===== src/sme_pkg.sv =====
// ----------------------------------------------------------------------------
// sme_pkg
// Shared types and constants for the byte-serial stack machine executor.
// ----------------------------------------------------------------------------
package sme_pkg;

    localparam int STACK_DEPTH = 256;
    localparam int ADDR_W      = (STACK_DEPTH > 1) ? $clog2(STACK_DEPTH) : 1;
    localparam int DEPTH_W     = $clog2(STACK_DEPTH + 1);
    localparam int WORD_W      = 32;
    localparam int RES_DEPTH_W = 9;
    localparam int IMM_LEFT_W  = 3;
    localparam int IMM_BYTES   = 4;

    typedef enum logic [7:0] {
        OP_NOP   = 8'd0,
        OP_PUSH  = 8'd1,
        OP_DUP   = 8'd2,
        OP_DROP  = 8'd3,
        OP_SWAP  = 8'd4,
        OP_ADD   = 8'd5,
        OP_PRINT = 8'd6,
        OP_HALT  = 8'd7
    } opcode_t;

    typedef enum logic [1:0] {
        KIND_PRINT = 2'd0,
        KIND_HALT  = 2'd1,
        KIND_ERROR = 2'd2
    } kind_t;

    typedef enum logic [2:0] {
        ERR_NONE      = 3'd0,
        ERR_OVERFLOW  = 3'd1,
        ERR_UNDERFLOW = 3'd2,
        ERR_PAST_END  = 3'd3,
        ERR_SHORT_IMM = 3'd4,
        ERR_UNKNOWN   = 3'd5
    } err_t;

    typedef struct packed {
        kind_t                    kind;
        logic signed [WORD_W-1:0] value;
        err_t                     err;
        logic [RES_DEPTH_W-1:0]   depth;
    } result_t;

    typedef struct packed {
        logic              wr_en;
        logic [ADDR_W-1:0] wr_addr;
        logic [WORD_W-1:0] wr_data;
        logic              rd_en;
        logic [ADDR_W-1:0] rd_addr;
    } ram_req_t;

    function automatic logic [RES_DEPTH_W-1:0] depth_field(input logic [DEPTH_W-1:0] d);
        logic [DEPTH_W+RES_DEPTH_W-1:0] wide;
        wide = {{RES_DEPTH_W{1'b0}}, d};
        return wide[RES_DEPTH_W-1:0];
    endfunction

endpackage


===== src/sme_if.sv =====


interface sme_out_if;
    logic               valid;
    logic               ready;
    logic [1:0]         result_kind;
    logic signed [31:0] printed_value;
    logic [2:0]         error_code;
    logic [8:0]         stack_depth;

    modport source (output valid, output result_kind, output printed_value,
                    output error_code, output stack_depth, input ready);
    modport sink   (input valid, input result_kind, input printed_value,
                    input error_code, input stack_depth, output ready);
endinterface


===== src/sme_out_stage.sv =====
// ----------------------------------------------------------------------------
// sme_out_stage
// Output register between the executor and the result channel.
// ----------------------------------------------------------------------------
module sme_out_stage (
    input  logic             clk,
    input  logic             rst_n,
    input  logic             res_valid,
    input  sme_pkg::result_t res,
    output logic             take,
    sme_out_if.source        result
);

    logic             valid_reg;
    sme_pkg::result_t data_reg;

    assign take = !valid_reg || result.ready;

    always_ff @(posedge clk or negedge rst_n)
    begin
        if (!rst_n)
        begin
            valid_reg <= 1'b0;
        end
        else if (take)
        begin
            valid_reg <= res_valid;
        end
    end

    always_ff @(posedge clk)
    begin
        if (take && res_valid)
        begin
            data_reg <= res;
        end
    end

    assign result.valid         = valid_reg;
    assign result.result_kind   = data_reg.kind;
    assign result.printed_value = data_reg.value;
    assign result.error_code    = data_reg.err;
    assign result.stack_depth   = data_reg.depth;

endmodule


===== src/flat_wrapper.sv =====
// flat-port wrapper written by rule: the top's interface ports become plain ports
module sme_out_stage_flat 
  (clk, rst_n, res_valid, res, take, result_valid, result_result_kind, result_printed_value, result_error_code, result_stack_depth, result_ready);
  sme_out_if result_i ();
  input  logic clk;
  input  logic rst_n;
  input  logic res_valid;
  input  sme_pkg::result_t res;
  output logic take;
  output wire logic [$bits(result_i.valid)-1:0] result_valid;
  output wire logic [$bits(result_i.result_kind)-1:0] result_result_kind;
  output wire logic [$bits(result_i.printed_value)-1:0] result_printed_value;
  output wire logic [$bits(result_i.error_code)-1:0] result_error_code;
  output wire logic [$bits(result_i.stack_depth)-1:0] result_stack_depth;
  input wire logic [$bits(result_i.ready)-1:0] result_ready;
  assign result_valid = result_i.valid;
  assign result_result_kind = result_i.result_kind;
  assign result_printed_value = result_i.printed_value;
  assign result_error_code = result_i.error_code;
  assign result_stack_depth = result_i.stack_depth;
  assign result_i.ready = result_ready;
  sme_out_stage u_core (.clk(clk), .rst_n(rst_n), .res_valid(res_valid), .res(res), .take(take), .result(result_i));
endmodule

===== config.mk =====
export PLATFORM = sky130hd
export DESIGN_NAME = sme_out_stage_flat
export DESIGN_NICKNAME = d
export VERILOG_FILES = /design/src/sme_pkg.sv /design/src/sme_if.sv /design/src/sme_out_stage.sv /design/src/flat_wrapper.sv
export SDC_FILE = /design/constraint.sdc
export NUM_CORES = 1
export LEC_CHECK = 0
export ABC_AREA = 1
export BUFFER_PORTS_ARGS = -buffer_cell sky130_fd_sc_hd__buf_4
export CAP_MARGIN = 20
export CORE_MARGIN = 2
export CORE_UTILIZATION = 40
export CTS_CLUSTER_SIZE = 30
export DETAILED_ROUTE_END_ITERATION = 10
export PLACE_DENSITY = 0.78
export SKIP_CTS_REPAIR_TIMING = 1
export SYNTH_ARGS = -nofsm -noshare
export SYNTH_HDL_FRONTEND = slang
export SYNTH_SLANG_ARGS = --single-unit

===== constraint.sdc =====
create_clock -name clk -period 3.5 [get_ports clk]
set_clock_uncertainty 0.05 [all_clocks]
set_input_delay 0.7 -clock clk [delete_from_list [all_inputs] [get_ports clk]]
set_output_delay 0.7 -clock clk [all_outputs]
set_load 0.02 [all_outputs]

# Word level (Yosys, flattened, before mapping)
# Cells that the tools add are included.
# Widths: inputs -> output; s select.
# word_totals
register_bits	47
latch_bits	0
ram_bits	0
romBits	0
wordCells	8
memories	0
# classes
add_sub_neg	0
multipliers	0
div_mod_pow	0
magnitude_cmp	0
eq_ne	0
shift	0
muxes	0
n_bitwise	0
n_reduce_logical	3
# op_table
operator	count
$logic_and 1x1->1	1
$logic_not 1->1	1
$logic_or 1x1->1	1

# Depth between registers and ports, before layout
# depth
depth_word	3
depth_mapped	3

# Worst setup path before layout
# OpenSTA, ideal clock, no wires.
# synth_path
kind	input -> register
startpoint	in res_valid
endpoint	reg u_core.data_reg (netlist bit u_core.result.error_code[0]), enable pin
setup_time_ns	0.465
arrival_ns	2.989
required_time_ns	2.985
setup_slack_ns	-0.004
stages	2
path_cell_list	inv_1 > a21oi_1
# synth_between
elab_chain_len	1
# synth_lines
item	line_no	source
start: declaration	flat_wrapper.sv:7	input logic res_valid;
$logic_and 1x1->1	sme_out_stage.sv:33	if (take && res_valid)
end signal: assignment	sme_out_stage.sv:35	data_reg <= res;
end: declaration	sme_out_stage.sv:15	sme_pkg::result_t data_reg;
# No other way between the ends.
# A chain may end at the register's enable or synchronous reset.

# Worst setup path in the final report
# layout_path
startpoint	in result_ready
endpoint	out take
# layout_between
elab_chain_len	1
# layout_lines
item	line_no	source
start: declaration	flat_wrapper.sv:15	input wire logic [$bits(result_i.ready)-1:0] result_ready;
$logic_or 1x1->1	sme_out_stage.sv:17	assign take = !valid_reg || result.ready;
end: declaration	flat_wrapper.sv:9	output logic take;
# No other way between the ends.

==> results.py <==
metrics = {
    "outcome": {
        "status": "completed",
    },
    "global_routing": {
        "gr-total-overflow": 0,
        "first_global_vias": 924,
        "grt_max_degree": 26,
        "grt_antenna_before_repair": 0,
        "globalRouteTotalUtil": 0.152,
        "grt_pass1_wl_um": 4420,
    },
    "sta": {
        "setup_violations": 0,
        "maxSlewViolCount": 0,
        "worst_pin_slew_ns": 0.687,
        "hold_viol_final": 0,
        "fin_crit_ns": 1.92,
        "tns_ns": 0,
        "fin_crit_sh": 0.547,
        "maxSlewHeadroom": 0.541,
        "grt_setup_unrepaired": "false",
        "timing.fmax_ghz": 0.522,
    },
    "synth": {
        "ys_seq_area_frac": 0.986,
        "avgSynthCellArea_um2": 27.4,
        "synth_cells": 52,
        "ys_ff_latch": 47,
        "syn-cell-area_um2": 1430,
        "ys_types": 5,
        "yosys_warnings": 0,
        "syn_nets": 102,
    },
    "layout": {
        "finish.utilization": 0.675,
        "drive_gt1_frac": 0.677,
        "layout.nets": 207,
        "stdcell_area_um2": 2290,
        "area_growth_pct": 60.4,
        "diodes": 0,
        "final_common_cell": "buf_4",
        "layout_common_cells": "buf_4 (98), edfxtp_1 (46), clkbuf_4 (5)",
        "largest_register_ffs": 32,
        "layout.cells.non_filler": 204,
    },
    "pwr": {
        "powerDensity_nw_per_um2": 461,
        "power_mw": 1.05,
        "leakagePower_nw": 0.966,
        "ir_worst_vdd_mv": 0.358,
    },
    "place": {
        "dp_cells": 196,
        "gp_congestion": 0.697,
        "place_area_um2": 2230,
        "io_buffers": 97,
    },
    "setup_path": {
        "cp_max_fo": 2,
        "cp.required_ns": 2.75,
        "critical-path-top-cell-by-count": "buf_4",
        "critPathArrivalTime_ns": 1.17,
        "crit_type": "in2out",
        "worstSetupStartpointType": "primary input",
        "critPathTopFamily": "buffers and inverters",
        "crit_buf_inv": 3,
        "path_cells": "buf_4 > inv_1 > nand2_1 > buf_4",
        "slowest_stage": "buf_4",
        "end_kind": "output pin",
        "slowest_delay_ns": 0.17,
    },
    "floorplan": {
        "start_util": 0.421,
        "rows": 21,
        "ios": 98,
        "coreArea_um2": 3390,
        "die_area_um2": 4060,
        "fp.dieH_um": 63.7,
        "die_x_um": 63.7,
    },
    "routing": {
        "dr_total_vias": 893,
        "vias_per_cell": 4.38,
        "drt_pass1_iterations": 4,
        "drt_iter0_markers": 25,
        "postRouteAntennaNets": 0,
        "drc": 0,
        "wire_per_inst_um": 14.5,
        "totalWireLength_um": 2950,
    },
    "clock_network": {
        "cts.sinks": 47,
        "clockBufferDepth": 2,
        "cts_tree": "yes",
        "clk_latency_ns": 0.35,
        "cts_buffers": 5,
        "root_buffer": "clkbuf_4",
        "clk_pin_slew_ns": 0.13,
        "h-tree-depth": 2,
    },
    "worst_hold_path": {
        "hold_path.class": "in2async",
    },
    "run": {
        "maxCapViolations": 0,
    },
}
[worst reg2reg max path, delay by kind of cell (launching register included)]
family          cells  cell delay, ns
buf+inv             1            0.44
flops               1            0.46
compound gates      1            0.59
[final timing paths]
| kind | start | end | slack [ns] | cells after the start |
|---|---|---|---|---|
| max | result_ready | take | 1.58 | 4 |
| min | rst_n | u_core.result.valid$_DFFE_PN0P_ | 0.04 | 1 |
| max reg2reg | u_core.result.valid$_DFFE_PN0P_ | u_core.result.stack_depth[7]$_DFFE_PP_ | 1.64 | 2 |
| min reg2reg | u_core.result.valid$_DFFE_PN0P_ | u_core.result.valid$_DFFE_PN0P_ | 0.60 | 2 |
| max in group asynchronous | rst_n | u_core.result.valid$_DFFE_PN0P_ | 3.28 | 1 |
| min in group clk | res[29] | u_core.result.printed_value[17]$_DFFE_PP_ | 0.46 | 1 |
[final cells by class]
| type | instances | area (µm²) |
|---|---|---|
| Inverter | 2 | 7.51 |
| Sequential cell | 47 | 1410 |
| Clock inverter | 3 | 20.0 |
| Fill cell | 231 | 1100 |
| Tap cell | 46 | 57.6 |
| Clock buffer | 5 | 37.5 |
| Timing Repair Buffer | 98 | 736 |
| Multi-Input combinational cell | 3 | 23.8 |
[cell families after synthesis]
kind of cell	count (synthesis)	synth area share
and+or+nand+nor	2	0.00527
buffers and inverters	2	0.00527
AOI/OAI and AO/OA	1	0.00351
DFF	47	0.986
[power by group]
part / switching [mW] / leakage, nW / internal, mW
Combinational: 0.0722 / 0.490 / 0.0714
Clock: 0.170 / 0.0272 / 0.0769
Sequential: 0.00916 / 0.449 / 0.655
Total: 0.251 / 0.966 / 0.803
[cell usage after synthesis]
| library cell | n | area share |
|---|---|---|
| nand2_1 | 2 | 0.0053 |
| a21oi_1 | 1 | 0.0035 |
| inv_1 | 2 | 0.0053 |
| edfxtp_1 | 46 | 0.97 |
| dfrtp_1 | 1 | 0.018 |
[layer usage]
metal / vias to the layer above / GRT usage / routed length [µm]
met5: - / 0 / 0
met4: 0 / 0.0815 / 40
li1: 412 / - / -
met2: 66 / 0.218 / 1390
met3: 5 / 0.111 / 504
met1: 410 / 0.164 / 1020
[through the flow]
step / setup WS (ns) / hold slack [ns]
floorplan: 0.928 / 0.354
global placement: 1.34 / 0.425
detailed placement: 1.24 / 0.429
CTS: 1.58 / 0.0185
global route: 1.55 / 0.0138
finish: 1.58 / 0.0405
Note: power is estimated with default switching activity, not from simulation.
