`config.mk`:
```
export PLATFORM = sky130hd
export DESIGN_NAME = sme_core
export DESIGN_NICKNAME = d
export VERILOG_FILES = /design/src/sme_pkg.sv /design/src/sme_core.sv
export SDC_FILE = /design/constraint.sdc
export NUM_CORES = 1
export LEC_CHECK = 0
export ABC_AREA = 1
export BUFFER_PORTS_ARGS = -buffer_cell sky130_fd_sc_hd__buf_2
export CAP_MARGIN = 20
export CORE_MARGIN = 2
export CORE_UTILIZATION = 35
export DETAILED_ROUTE_END_ITERATION = 7
export SYNTH_ARGS = -nofsm -noshare
export SYNTH_HDL_FRONTEND = slang
export SYNTH_SLANG_ARGS = --single-unit
```
`constraint.sdc`:
```
create_clock -name clk -period 7.2 [get_ports clk]
set_input_delay 0.36 -clock clk [delete_from_list [all_inputs] [get_ports clk]]
set_output_delay 0.36 -clock clk [all_outputs]
set_load 0.1 [all_outputs]
```
`src/sme_pkg.sv`:
```
// ----------------------------------------------------------------------------
// sme_pkg
// Shared types and constants for the byte-serial stack machine executor.
// ----------------------------------------------------------------------------
package sme_pkg;

    localparam int STACK_DEPTH = 256;
    localparam int ADDR_W      = (STACK_DEPTH > 1) ? $clog2(STACK_DEPTH) : 1;
    localparam int DEPTH_W     = $clog2(STACK_DEPTH + 1);
    localparam int WORD_W      = 32;
    localparam int RES_DEPTH_W = 9;
    localparam int IMM_LEFT_W  = 3;
    localparam int IMM_BYTES   = 4;

    typedef enum logic [7:0] {
        OP_NOP   = 8'd0,
        OP_PUSH  = 8'd1,
        OP_DUP   = 8'd2,
        OP_DROP  = 8'd3,
        OP_SWAP  = 8'd4,
        OP_ADD   = 8'd5,
        OP_PRINT = 8'd6,
        OP_HALT  = 8'd7
    } opcode_t;

    typedef enum logic [1:0] {
        KIND_PRINT = 2'd0,
        KIND_HALT  = 2'd1,
        KIND_ERROR = 2'd2
    } kind_t;

    typedef enum logic [2:0] {
        ERR_NONE      = 3'd0,
        ERR_OVERFLOW  = 3'd1,
        ERR_UNDERFLOW = 3'd2,
        ERR_PAST_END  = 3'd3,
        ERR_SHORT_IMM = 3'd4,
        ERR_UNKNOWN   = 3'd5
    } err_t;

    typedef struct packed {
        kind_t                    kind;
        logic signed [WORD_W-1:0] value;
        err_t                     err;
        logic [RES_DEPTH_W-1:0]   depth;
    } result_t;

    typedef struct packed {
        logic              wr_en;
        logic [ADDR_W-1:0] wr_addr;
        logic [WORD_W-1:0] wr_data;
        logic              rd_en;
        logic [ADDR_W-1:0] rd_addr;
    } ram_req_t;

    function automatic logic [RES_DEPTH_W-1:0] depth_field(input logic [DEPTH_W-1:0] d);
        logic [DEPTH_W+RES_DEPTH_W-1:0] wide;
        wide = {{RES_DEPTH_W{1'b0}}, d};
        return wide[RES_DEPTH_W-1:0];
    endfunction

endpackage

```
`src/sme_core.sv`:
```
// ----------------------------------------------------------------------------
// sme_core
// Decode and execute, with the top three stack entries cached in front of
// the stack RAM.
// ----------------------------------------------------------------------------
module sme_core (
    input  logic                         clk,
    input  logic                         rst_n,
    input  logic                         accept,
    input  logic [7:0]                   code_byte,
    input  logic                         program_start,
    input  logic                         program_end,
    input  logic [sme_pkg::WORD_W-1:0]   ram_rdata,
    output sme_pkg::ram_req_t            ram_req,
    output logic                         res_valid,
    output sme_pkg::result_t             res
);

    logic [sme_pkg::DEPTH_W-1:0]    depth_reg, depth_next;
    logic                           stopped_reg, stopped_next;
    logic [sme_pkg::IMM_LEFT_W-1:0] left_reg, left_next;
    logic [sme_pkg::WORD_W-1:0]     gather_reg, gather_next;
    logic [sme_pkg::WORD_W-1:0]     tos_reg, tos_next;
    logic [sme_pkg::WORD_W-1:0]     nos_reg, nos_next;
    logic [sme_pkg::WORD_W-1:0]     third_reg, third_next;
    logic                           pend_reg, pend_next;

    logic [sme_pkg::DEPTH_W-1:0]    d;
    logic [sme_pkg::IMM_LEFT_W-1:0] left;
    logic [sme_pkg::IMM_LEFT_W-1:0] left_dec;
    logic [sme_pkg::WORD_W-1:0]     gat;
    logic [sme_pkg::WORD_W-1:0]     gat_new;
    logic [sme_pkg::WORD_W-1:0]     third_eff;
    logic [4:0]                     shamt;
    logic                           full;
    logic                           do_push;
    logic                           do_pop;
    logic [sme_pkg::WORD_W-1:0]     push_val;
    logic [sme_pkg::WORD_W-1:0]     pop_tos;
    logic                           fail;
    sme_pkg::err_t                  fail_err;

    always_comb
    begin
        d         = program_start ? '0 : depth_reg;
        left      = program_start ? '0 : left_reg;
        gat       = program_start ? '0 : gather_reg;
        third_eff = pend_reg ? ram_rdata : third_reg;
        full      = (d >= sme_pkg::DEPTH_W'(sme_pkg::STACK_DEPTH));
        shamt     = {2'(3'(sme_pkg::IMM_BYTES) - left), 3'b000};
        gat_new   = gat | (sme_pkg::WORD_W'(code_byte) << shamt);
        left_dec  = left - 1'b1;

        depth_next   = depth_reg;
        stopped_next = stopped_reg;
        left_next    = left_reg;
        gather_next  = gather_reg;
        tos_next     = tos_reg;
        nos_next     = nos_reg;
        third_next   = third_eff;
        pend_next    = 1'b0;

        do_push  = 1'b0;
        do_pop   = 1'b0;
        push_val = tos_reg;
        pop_tos  = nos_reg;
        fail     = 1'b0;
        fail_err = sme_pkg::ERR_NONE;

        res_valid = 1'b0;
        res.kind  = sme_pkg::KIND_PRINT;
        res.value = '0;
        res.err   = sme_pkg::ERR_NONE;

        if (accept && (program_start || !stopped_reg))
        begin
            stopped_next = 1'b0;
            depth_next   = d;
            left_next    = left;
            gather_next  = gat;
            if (left != '0)
            begin
                // immediate byte of a push, little-endian
                left_next   = left_dec;
                gather_next = gat_new;
                if (left_dec == '0)
                begin
                    if (full)
                    begin
                        fail     = 1'b1;
                        fail_err = sme_pkg::ERR_OVERFLOW;
                    end
                    else
                    begin
                        do_push  = 1'b1;
                        push_val = gat_new;
                        if (program_end)
                        begin
                            fail     = 1'b1;
                            fail_err = sme_pkg::ERR_PAST_END;
                        end
                    end
                end
                else if (program_end)
                begin
                    fail     = 1'b1;
                    fail_err = sme_pkg::ERR_SHORT_IMM;
                end
            end
            else
            begin
                unique case (sme_pkg::opcode_t'(code_byte)) inside
                    sme_pkg::OP_NOP:
                    begin
                        if (program_end)
                        begin
                            fail     = 1'b1;
                            fail_err = sme_pkg::ERR_PAST_END;
                        end
                    end
                    sme_pkg::OP_PUSH:
                    begin
                        if (program_end)
                        begin
                            fail     = 1'b1;
                            fail_err = sme_pkg::ERR_SHORT_IMM;
                        end
                        else
                        begin
                            left_next   = sme_pkg::IMM_LEFT_W'(sme_pkg::IMM_BYTES);
                            gather_next = '0;
                        end
                    end
                    sme_pkg::OP_DUP:
                    begin
                        if (d == '0)
                        begin
                            fail     = 1'b1;
                            fail_err = sme_pkg::ERR_UNDERFLOW;
                        end
                        else if (full)
                        begin
                            fail     = 1'b1;
                            fail_err = sme_pkg::ERR_OVERFLOW;
                        end
                        else
                        begin
                            do_push  = 1'b1;
                            push_val = tos_reg;
                            if (program_end)
                            begin
                                fail     = 1'b1;
                                fail_err = sme_pkg::ERR_PAST_END;
                            end
                        end
                    end
                    sme_pkg::OP_DROP, sme_pkg::OP_ADD, sme_pkg::OP_PRINT:
                    begin
                        if ((d == '0) || ((code_byte == sme_pkg::OP_ADD) &&
                            (d < sme_pkg::DEPTH_W'(2))))
                        begin
                            fail     = 1'b1;
                            fail_err = sme_pkg::ERR_UNDERFLOW;
                        end
                        else
                        begin
                            do_pop  = 1'b1;
                            pop_tos = (code_byte == sme_pkg::OP_ADD) ?
                                      (nos_reg + tos_reg) : nos_reg;
                            if (code_byte == sme_pkg::OP_PRINT)
                            begin
                                res.value = tos_reg;
                                if (!program_end)
                                begin
                                    res_valid = 1'b1;
                                end
                            end
                            if (program_end)
                            begin
                                fail     = 1'b1;
                                fail_err = sme_pkg::ERR_PAST_END;
                            end
                        end
                    end
                    sme_pkg::OP_SWAP:
                    begin
                        if (d < sme_pkg::DEPTH_W'(2))
                        begin
                            fail     = 1'b1;
                            fail_err = sme_pkg::ERR_UNDERFLOW;
                        end
                        else
                        begin
                            tos_next = nos_reg;
                            nos_next = tos_reg;
                            if (program_end)
                            begin
                                fail     = 1'b1;
                                fail_err = sme_pkg::ERR_PAST_END;
                            end
                        end
                    end
                    sme_pkg::OP_HALT:
                    begin
                        stopped_next = 1'b1;
                        res_valid    = 1'b1;
                        res.kind     = sme_pkg::KIND_HALT;
                    end
                    default:
                    begin
                        fail     = 1'b1;
                        fail_err = sme_pkg::ERR_UNKNOWN;
                    end
                endcase
            end

            if (do_push)
            begin
                // spill second entry to RAM, cache shifts down
                depth_next = d + 1'b1;
                tos_next   = push_val;
                nos_next   = tos_reg;
                third_next = nos_reg;
            end
            if (do_pop)
            begin
                // refill third entry from RAM, lands next cycle
                depth_next = d - 1'b1;
                tos_next   = pop_tos;
                nos_next   = third_eff;
                pend_next  = 1'b1;
            end
            if (fail)
            begin
                stopped_next = 1'b1;
                left_next    = '0;
                res_valid    = 1'b1;
                res.kind     = sme_pkg::KIND_ERROR;
                res.err      = fail_err;
                if (fail_err != sme_pkg::ERR_PAST_END)
                begin
                    res.value = '0;
                end
                else if (!(do_pop && (code_byte == sme_pkg::OP_PRINT)))
                begin
                    res.value = '0;
                end
            end
        end

        res.depth = sme_pkg::depth_field(depth_next);

        ram_req.wr_en   = do_push && (d >= sme_pkg::DEPTH_W'(2));
        ram_req.wr_addr = sme_pkg::ADDR_W'(d - sme_pkg::DEPTH_W'(2));
        ram_req.wr_data = nos_reg;
        ram_req.rd_en   = do_pop;
        ram_req.rd_addr = sme_pkg::ADDR_W'(d - sme_pkg::DEPTH_W'(4));
    end

    always_ff @(posedge clk or negedge rst_n)
    begin
        if (!rst_n)
        begin
            depth_reg   <= '0;
            stopped_reg <= 1'b1;
            left_reg    <= '0;
            gather_reg  <= '0;
            pend_reg    <= 1'b0;
        end
        else
        begin
            depth_reg   <= depth_next;
            stopped_reg <= stopped_next;
            left_reg    <= left_next;
            gather_reg  <= gather_next;
            pend_reg    <= pend_next;
        end
    end

    always_ff @(posedge clk)
    begin
        tos_reg   <= tos_next;
        nos_reg   <= nos_next;
        third_reg <= third_next;
    end

    a_depth_bound: assert property (@(posedge clk) disable iff (!rst_n)
        depth_reg <= sme_pkg::DEPTH_W'(sme_pkg::STACK_DEPTH))
        else $error("stack depth beyond capacity");

    a_stop_no_imm: assert property (@(posedge clk) disable iff (!rst_n)
        stopped_reg |-> (left_reg == '0))
        else $error("pending immediate while stopped");

    a_stopped_silent: assert property (@(posedge clk) disable iff (!rst_n)
        (accept && stopped_reg && !program_start) |-> !res_valid)
        else $error("result while stopped");

    a_refill_after_pop: assert property (@(posedge clk) disable iff (!rst_n)
        pend_reg |-> $past(accept))
        else $error("RAM refill without a request");

endmodule

```
Word level (Yosys, flattened, before mapping)
Index checks and enable logic that the tools add are counted.
{"block": "op_classes", "n_reduce_logical": 17, "shift": 1, "n_addsub": 7, "magnitude_cmp": 3, "n_eq_ne": 14, "bitwise": 1, "muxes": 85}
{"op": "$mux W32", "n": 29}
{"op": "$mux W37", "n": 2}
{"op": "$mux W3", "n": 12}
{"op": "$mux W9", "n": 4}
{"op": "$mux W33", "n": 1}
{"op": "$add A32 B32 Y32", "n": 1}
{"op": "$eq A8 B3 Y1 const B", "n": 4}
{"op": "$mux W1", "n": 32}
{"op": "$or A32 B32 Y32", "n": 1}
{"op": "$shl A8 B5 Y32", "n": 1}
{"op": "$pmux W3 S6", "n": 1}
{"op": "$eq A8 B2 Y1 const B", "n": 2}
{"op": "$ne A3 B2 Y1 const B", "n": 5}
{"op": "$add A9 B1 Y9 const B", "n": 1}
{"op": "$ge A9 B2 Y1 const B", "n": 1}
{"op": "$ge A9 B9 Y1 const B", "n": 1}
{"op": "$logic_not A9 Y1", "n": 1}
{"op": "$lt A9 B2 Y1 const B", "n": 1}
{"op": "$reduce_bool A3 Y1", "n": 3}
{"op": "$sub A9 B1 Y9 const B", "n": 1}
{"op": "$eq A8 B1 Y1 const B", "n": 1}
{"op": "$logic_not A8 Y1", "n": 1}
{"op": "$sub A8 B2 Y8 const B", "n": 1}
{"op": "$sub A8 B3 Y8 const B", "n": 1}
{"op": "other kinds (14)", "n": 20}
{"block": "totals", "register_bits": 142, "out_inout_bits": 97}

Depth between registers and ports, before layout
{"block": "depth", "depth_word": 13, "ltp_mapped": 18, "depth_no_buf": 15}

Worst setup path after synthesis
OpenSTA, ideal clock, no wires.
{"block": "synth_timing", "path_kind": "input to output", "from": "in program_start", "to": "out res[6] in the netlist's numbering", "setup_slack_ps": 1304, "required_ps": 6840, "cell_stages": 12, "arrival_time_ps": 5536, "cell_sequence": "inv_4 -> buf_4 -> clkbuf_1 -> nand2_1 -> ha_1 -> inv_1 -> nor2_1 -> xor2_1 -> nand2_1 -> o21ai_0 -> a21oi_1 -> a21oi_1"}
{"item": "start, declared", "line_no": "sme_core.sv:11", "source": "input logic program_start,"}
{"item": "end, declared", "line_no": "sme_core.sv:16", "source": "output sme_pkg::result_t res"}

==> flow_summary.yaml <==
power:
  vdd_drop_max_mv: 0.154
  powerDensity_nw_per_um2: 177
  share_seq_of_total_power_pct: 41.9
  p_total_uw: 2220
  p_clk_share_pct: 43.2
  p_switching_uw: 647
  p_leak_uw: 0.00632
  netSwitchingFraction_pct: 29.2
  intPower_uw: 1570
  p_comb_share_pct: 15.0
global_routing:
  grt_max_degree: 68
  grt_util_met2_pct: 35.1
  grt_pass1_wl_mm: 56.6
  first_global_vias: 10400
  grt-ovfl-total: 0
  use_met3_pct: 3.25
  antenna_found_initial: 0
  met1_usage_pct: 30.0
  gr-max-usage-layer: "met2"
  grtUsageTotal_pct: 21.8
synth:
  yosysWarnings: 0
  ys_types: 46
  syn_area_um2: 10900
  async_reset_ff_share_pct: 32.4
  synth.area.top_cells: "edfxtp_1 (18%), nand2_1 (15%), dfrtp_1 (10%), inv_1 (7.0%), o21ai_0 (6.0%)"
  yosysTopAreaCell: "edfxtp_1"
  yosysSeqAreaShare_pct: 33.9
  synth_edf_count: 64
  synth_ff_type: "edfxtp_1"
  synth-seq-cells: 142
  syn_avg_cell_area_um2: 6.79
  syn_inst: 1613
  syn-num-nets: 1702
  netlist.area_leader.share_pct: 17.6
timing:
  maxSlewViolCount: 0
  setup_tns_ns: 0
  final.min_clock_period_ns: 5.01
  hold_violations: 0
  finClkSkew_ns: 0.0153
  fin_crit_sh_pct: 69.7
  relSlewSlack_pct: 43.9
  worst_pin_slew_ns: 0.840
  rsz0062_at_grt: "no"
  fmax_ghz: 0.199
  setup-violations-final: 0
clock_tree:
  post_cts_buffers: 0
  root_buffer: "clkbuf_16"
  cts_sinks: 142
  cts-hold-fix-buffers: 0
  clock_latency_ns: 0.44
  clkTransAtPathRegs_ns: 0.06
  cts_tree: "built"
  cts_made_buffers: 17
  ctsResizeCount: 0
  htree_levels: 4
  cts_buffer_depth: 2
floorplanning:
  io_pins: 142
  die-height_um: 181
  die_x_um: 181
  core-area_um2: 30700
  fp.dieArea_um2: 32700
  initial_utilization_pct: 35.7
  num_rows: 64
worst_hold_path:
  hp-class: "primary input to async pin"
critical_path:
  crit_slowest_cell: "buf_4"
  arrival_ns: 4.65
  slowest_delay_ns: 0.63
  r2r_cells: 10
  crit_fanout: 67
  rr_startpoint: "left_reg[0]$_DFFE_PN0P_"
  cp_common_cell: "nand2_1"
  crit_cells: 14
  crit_buf_inv: 6
  startpoint: "program_start"
  crit_chain: "buf_2 -> inv_4 -> buf_4 -> nand2_1 -> ha_1 -> nand2_1 -> inv_1 -> nand2_1 -> nand4_2 -> nand2_2 -> nand2_2 -> buf_4 -> a21oi_1 -> buf_2"
  critPathCaptureType: "output pin"
  cp.required_ns: 6.84
  reg2reg_slack_ns: 2.68
  start_kind: "primary input"
  path_delay_family: "buffers and inverters"
  rr_endpoint: "nos_reg[26]$_DFFE_PP_"
  critical_path_class: "primary input to output pin"
  crit_end: "ram_req[49]"
routing:
  drc: 0
  wl_per_cell_um: 17.0
  drt_iter0_markers: 1097
  dr.pass1.iters: 5
  drtAntennaViolNets: 0
  wirelength_mm: 36.1
  vias: 11100
  via_per_inst: 5.22
layout:
  drive_gt1_share_pct: 14.6
  antenna_cells: 0
  finalNetCount: 1804
  area_delta_synth_final_pct: 14.7
flow_run:
  max_cap_violations: 0
placement:
  place.gp.congestion: 0.939
  hpwl_mm: 27.1
  port_buffers: 141
status:
  outcome: "complete, no violations"
[power by group through the flow]
stage / registers [uW] / logic [uW] / clock network [uW]
3_5_place_dp: 946 / 331 / 0
4_1_cts: 929 / 332 / 968
5_1_grt: 937 / 363 / 1000
3_3_place_gp: 943 / 327 / 0
2_1_floorplan: 940 / 250 / 0
6_report: 930 / 332 / 958
[worst min path at each step]
stage	start	end	slack, ns	depth (start not counted)
after floorplan	rst_n	depth_reg[0]$_DFF_PN0_	0.06	0
after global placement	left_reg[2]$_DFFE_PN0P_	left_reg[2]$_DFFE_PN0P_	0.49	2
after detailed placement	left_reg[2]$_DFFE_PN0P_	left_reg[2]$_DFFE_PN0P_	0.47	2
after CTS	rst_n	depth_reg[4]$_DFF_PN0_	0.05	2
after global routing	rst_n	gather_reg[24]$_DFFE_PN0P_	0.1	2
final	rst_n	gather_reg[30]$_DFFE_PN0P_	0.03	2
[cell families (layout without fill, tap and decap cells)]
family	Yosys count	in the layout	synth area share, %
AND/OR/NAND/NOR	757	757	29.0
AO/OA/AOI/OAI	323	323	15.5
buffers and inverters	285	400	10.7
flip-flops	142	142	33.9
adder cells (fa/ha/maj)	44	44	5.10
multiplexers	33	33	3.40
XOR/XNOR	29	29	2.32
[synth_stat cells (2+ instances only)]
master and number:
nand2_4 4, o21ai_1 37, o21bai_1 5, buf_4 12
nand2_2 10, ha_1 43, clkbuf_1 31, nand4_1 14
mux2_2 32, nand3b_1 2, buf_2 21, nor2_1 152
nor3_1 9, xnor2_1 7, o211ai_1 21, nand3_1 106
nand4_2 2, o21ai_0 132, clkinv_1 2, inv_1 204
a21oi_1 122, dfxtp_1 32, edfxtp_1 64, dfrtp_1 45
nand2_1 446, buf_6 3, buf_1 4, inv_2 4
inv_4 4, a32oi_1 2, nor2_4 3, xor2_1 22
or2_2 3
[worst reg2reg max path, stage by stage (launching register included)]
cell and delay, ns:
dfrtp_1 0.36, nand2_2 0.13, ha_1 0.23, ha_1 0.36
inv_1 0.11, buf_4 0.42, nand3_1 0.22, nand2_2 0.57
nand2_2 0.59, a32oi_4 0.79, buf_4 0.41
[cells in the final DEF (no fill, tap or decap), drive strengths merged]
cell type	netlist	layout
inv	212	215
nand4	16	16
ha	43	43
nand3b	2	2
o22ai	1	1
o21ai	169	169
dfrtp	45	45
a32oi	2	2
clkinv	2	4
dfxtp	32	32
edfxtp	64	64
a31oi	1	1
or3	1	1
nand3	108	108
a21oi	122	122
fa	1	1
clkbuf	31	20
or2	3	3
mux2	33	33
dfstp	1	1
bufinv	0	4
nor3	9	9
nor2	156	156
clkinvlp	0	3
a21o	1	1
o211ai	21	21
buf	40	154
nor3b	1	1
xnor2	7	7
xor2	22	22
nand2	461	461
o21a	1	1
o21bai	5	5
[cell type report]
| type | count | area (um^2) |
|---|---|---|
| repair buffers | 154 | 823 |
| flip-flops and latches | 142 | 3710 |
| inverters | 214 | 815 |
| well taps | 396 | 495 |
| clock buffers | 20 | 437 |
| clock inverters | 12 | 183 |
| multi-input cells | 1186 | 6080 |
| fillers | 3232 | 18100 |
[metrics by stage]
stage / instance area [um^2] / hold WS, ns / util, % / cells / setup slack, ns
CTS: 12500 / 0.0492 / 40.8 / 2123 / 2.16
finish: 12500 / 0.0340 / 40.9 / 2124 / 2.19
floorplan: 10900 / 0.0644 / - / 1613 / 1.30
detailed placement: 11900 / 0.474 / 38.8 / 2091 / 2.10
global placement: 11900 / 0.486 / 38.8 / 2091 / 2.24
global route: 12500 / 0.0985 / 40.9 / 2124 / 1.79
[layer usage]
metal  vias to the layer above  part of all wire, %
met5                         -                    0
met4                         0                  2.6
met3                        63                  6.0
met2                       398                   46
met1                      5167                   45
li1                       5457                    -
(Power assumes the default switching activity.)
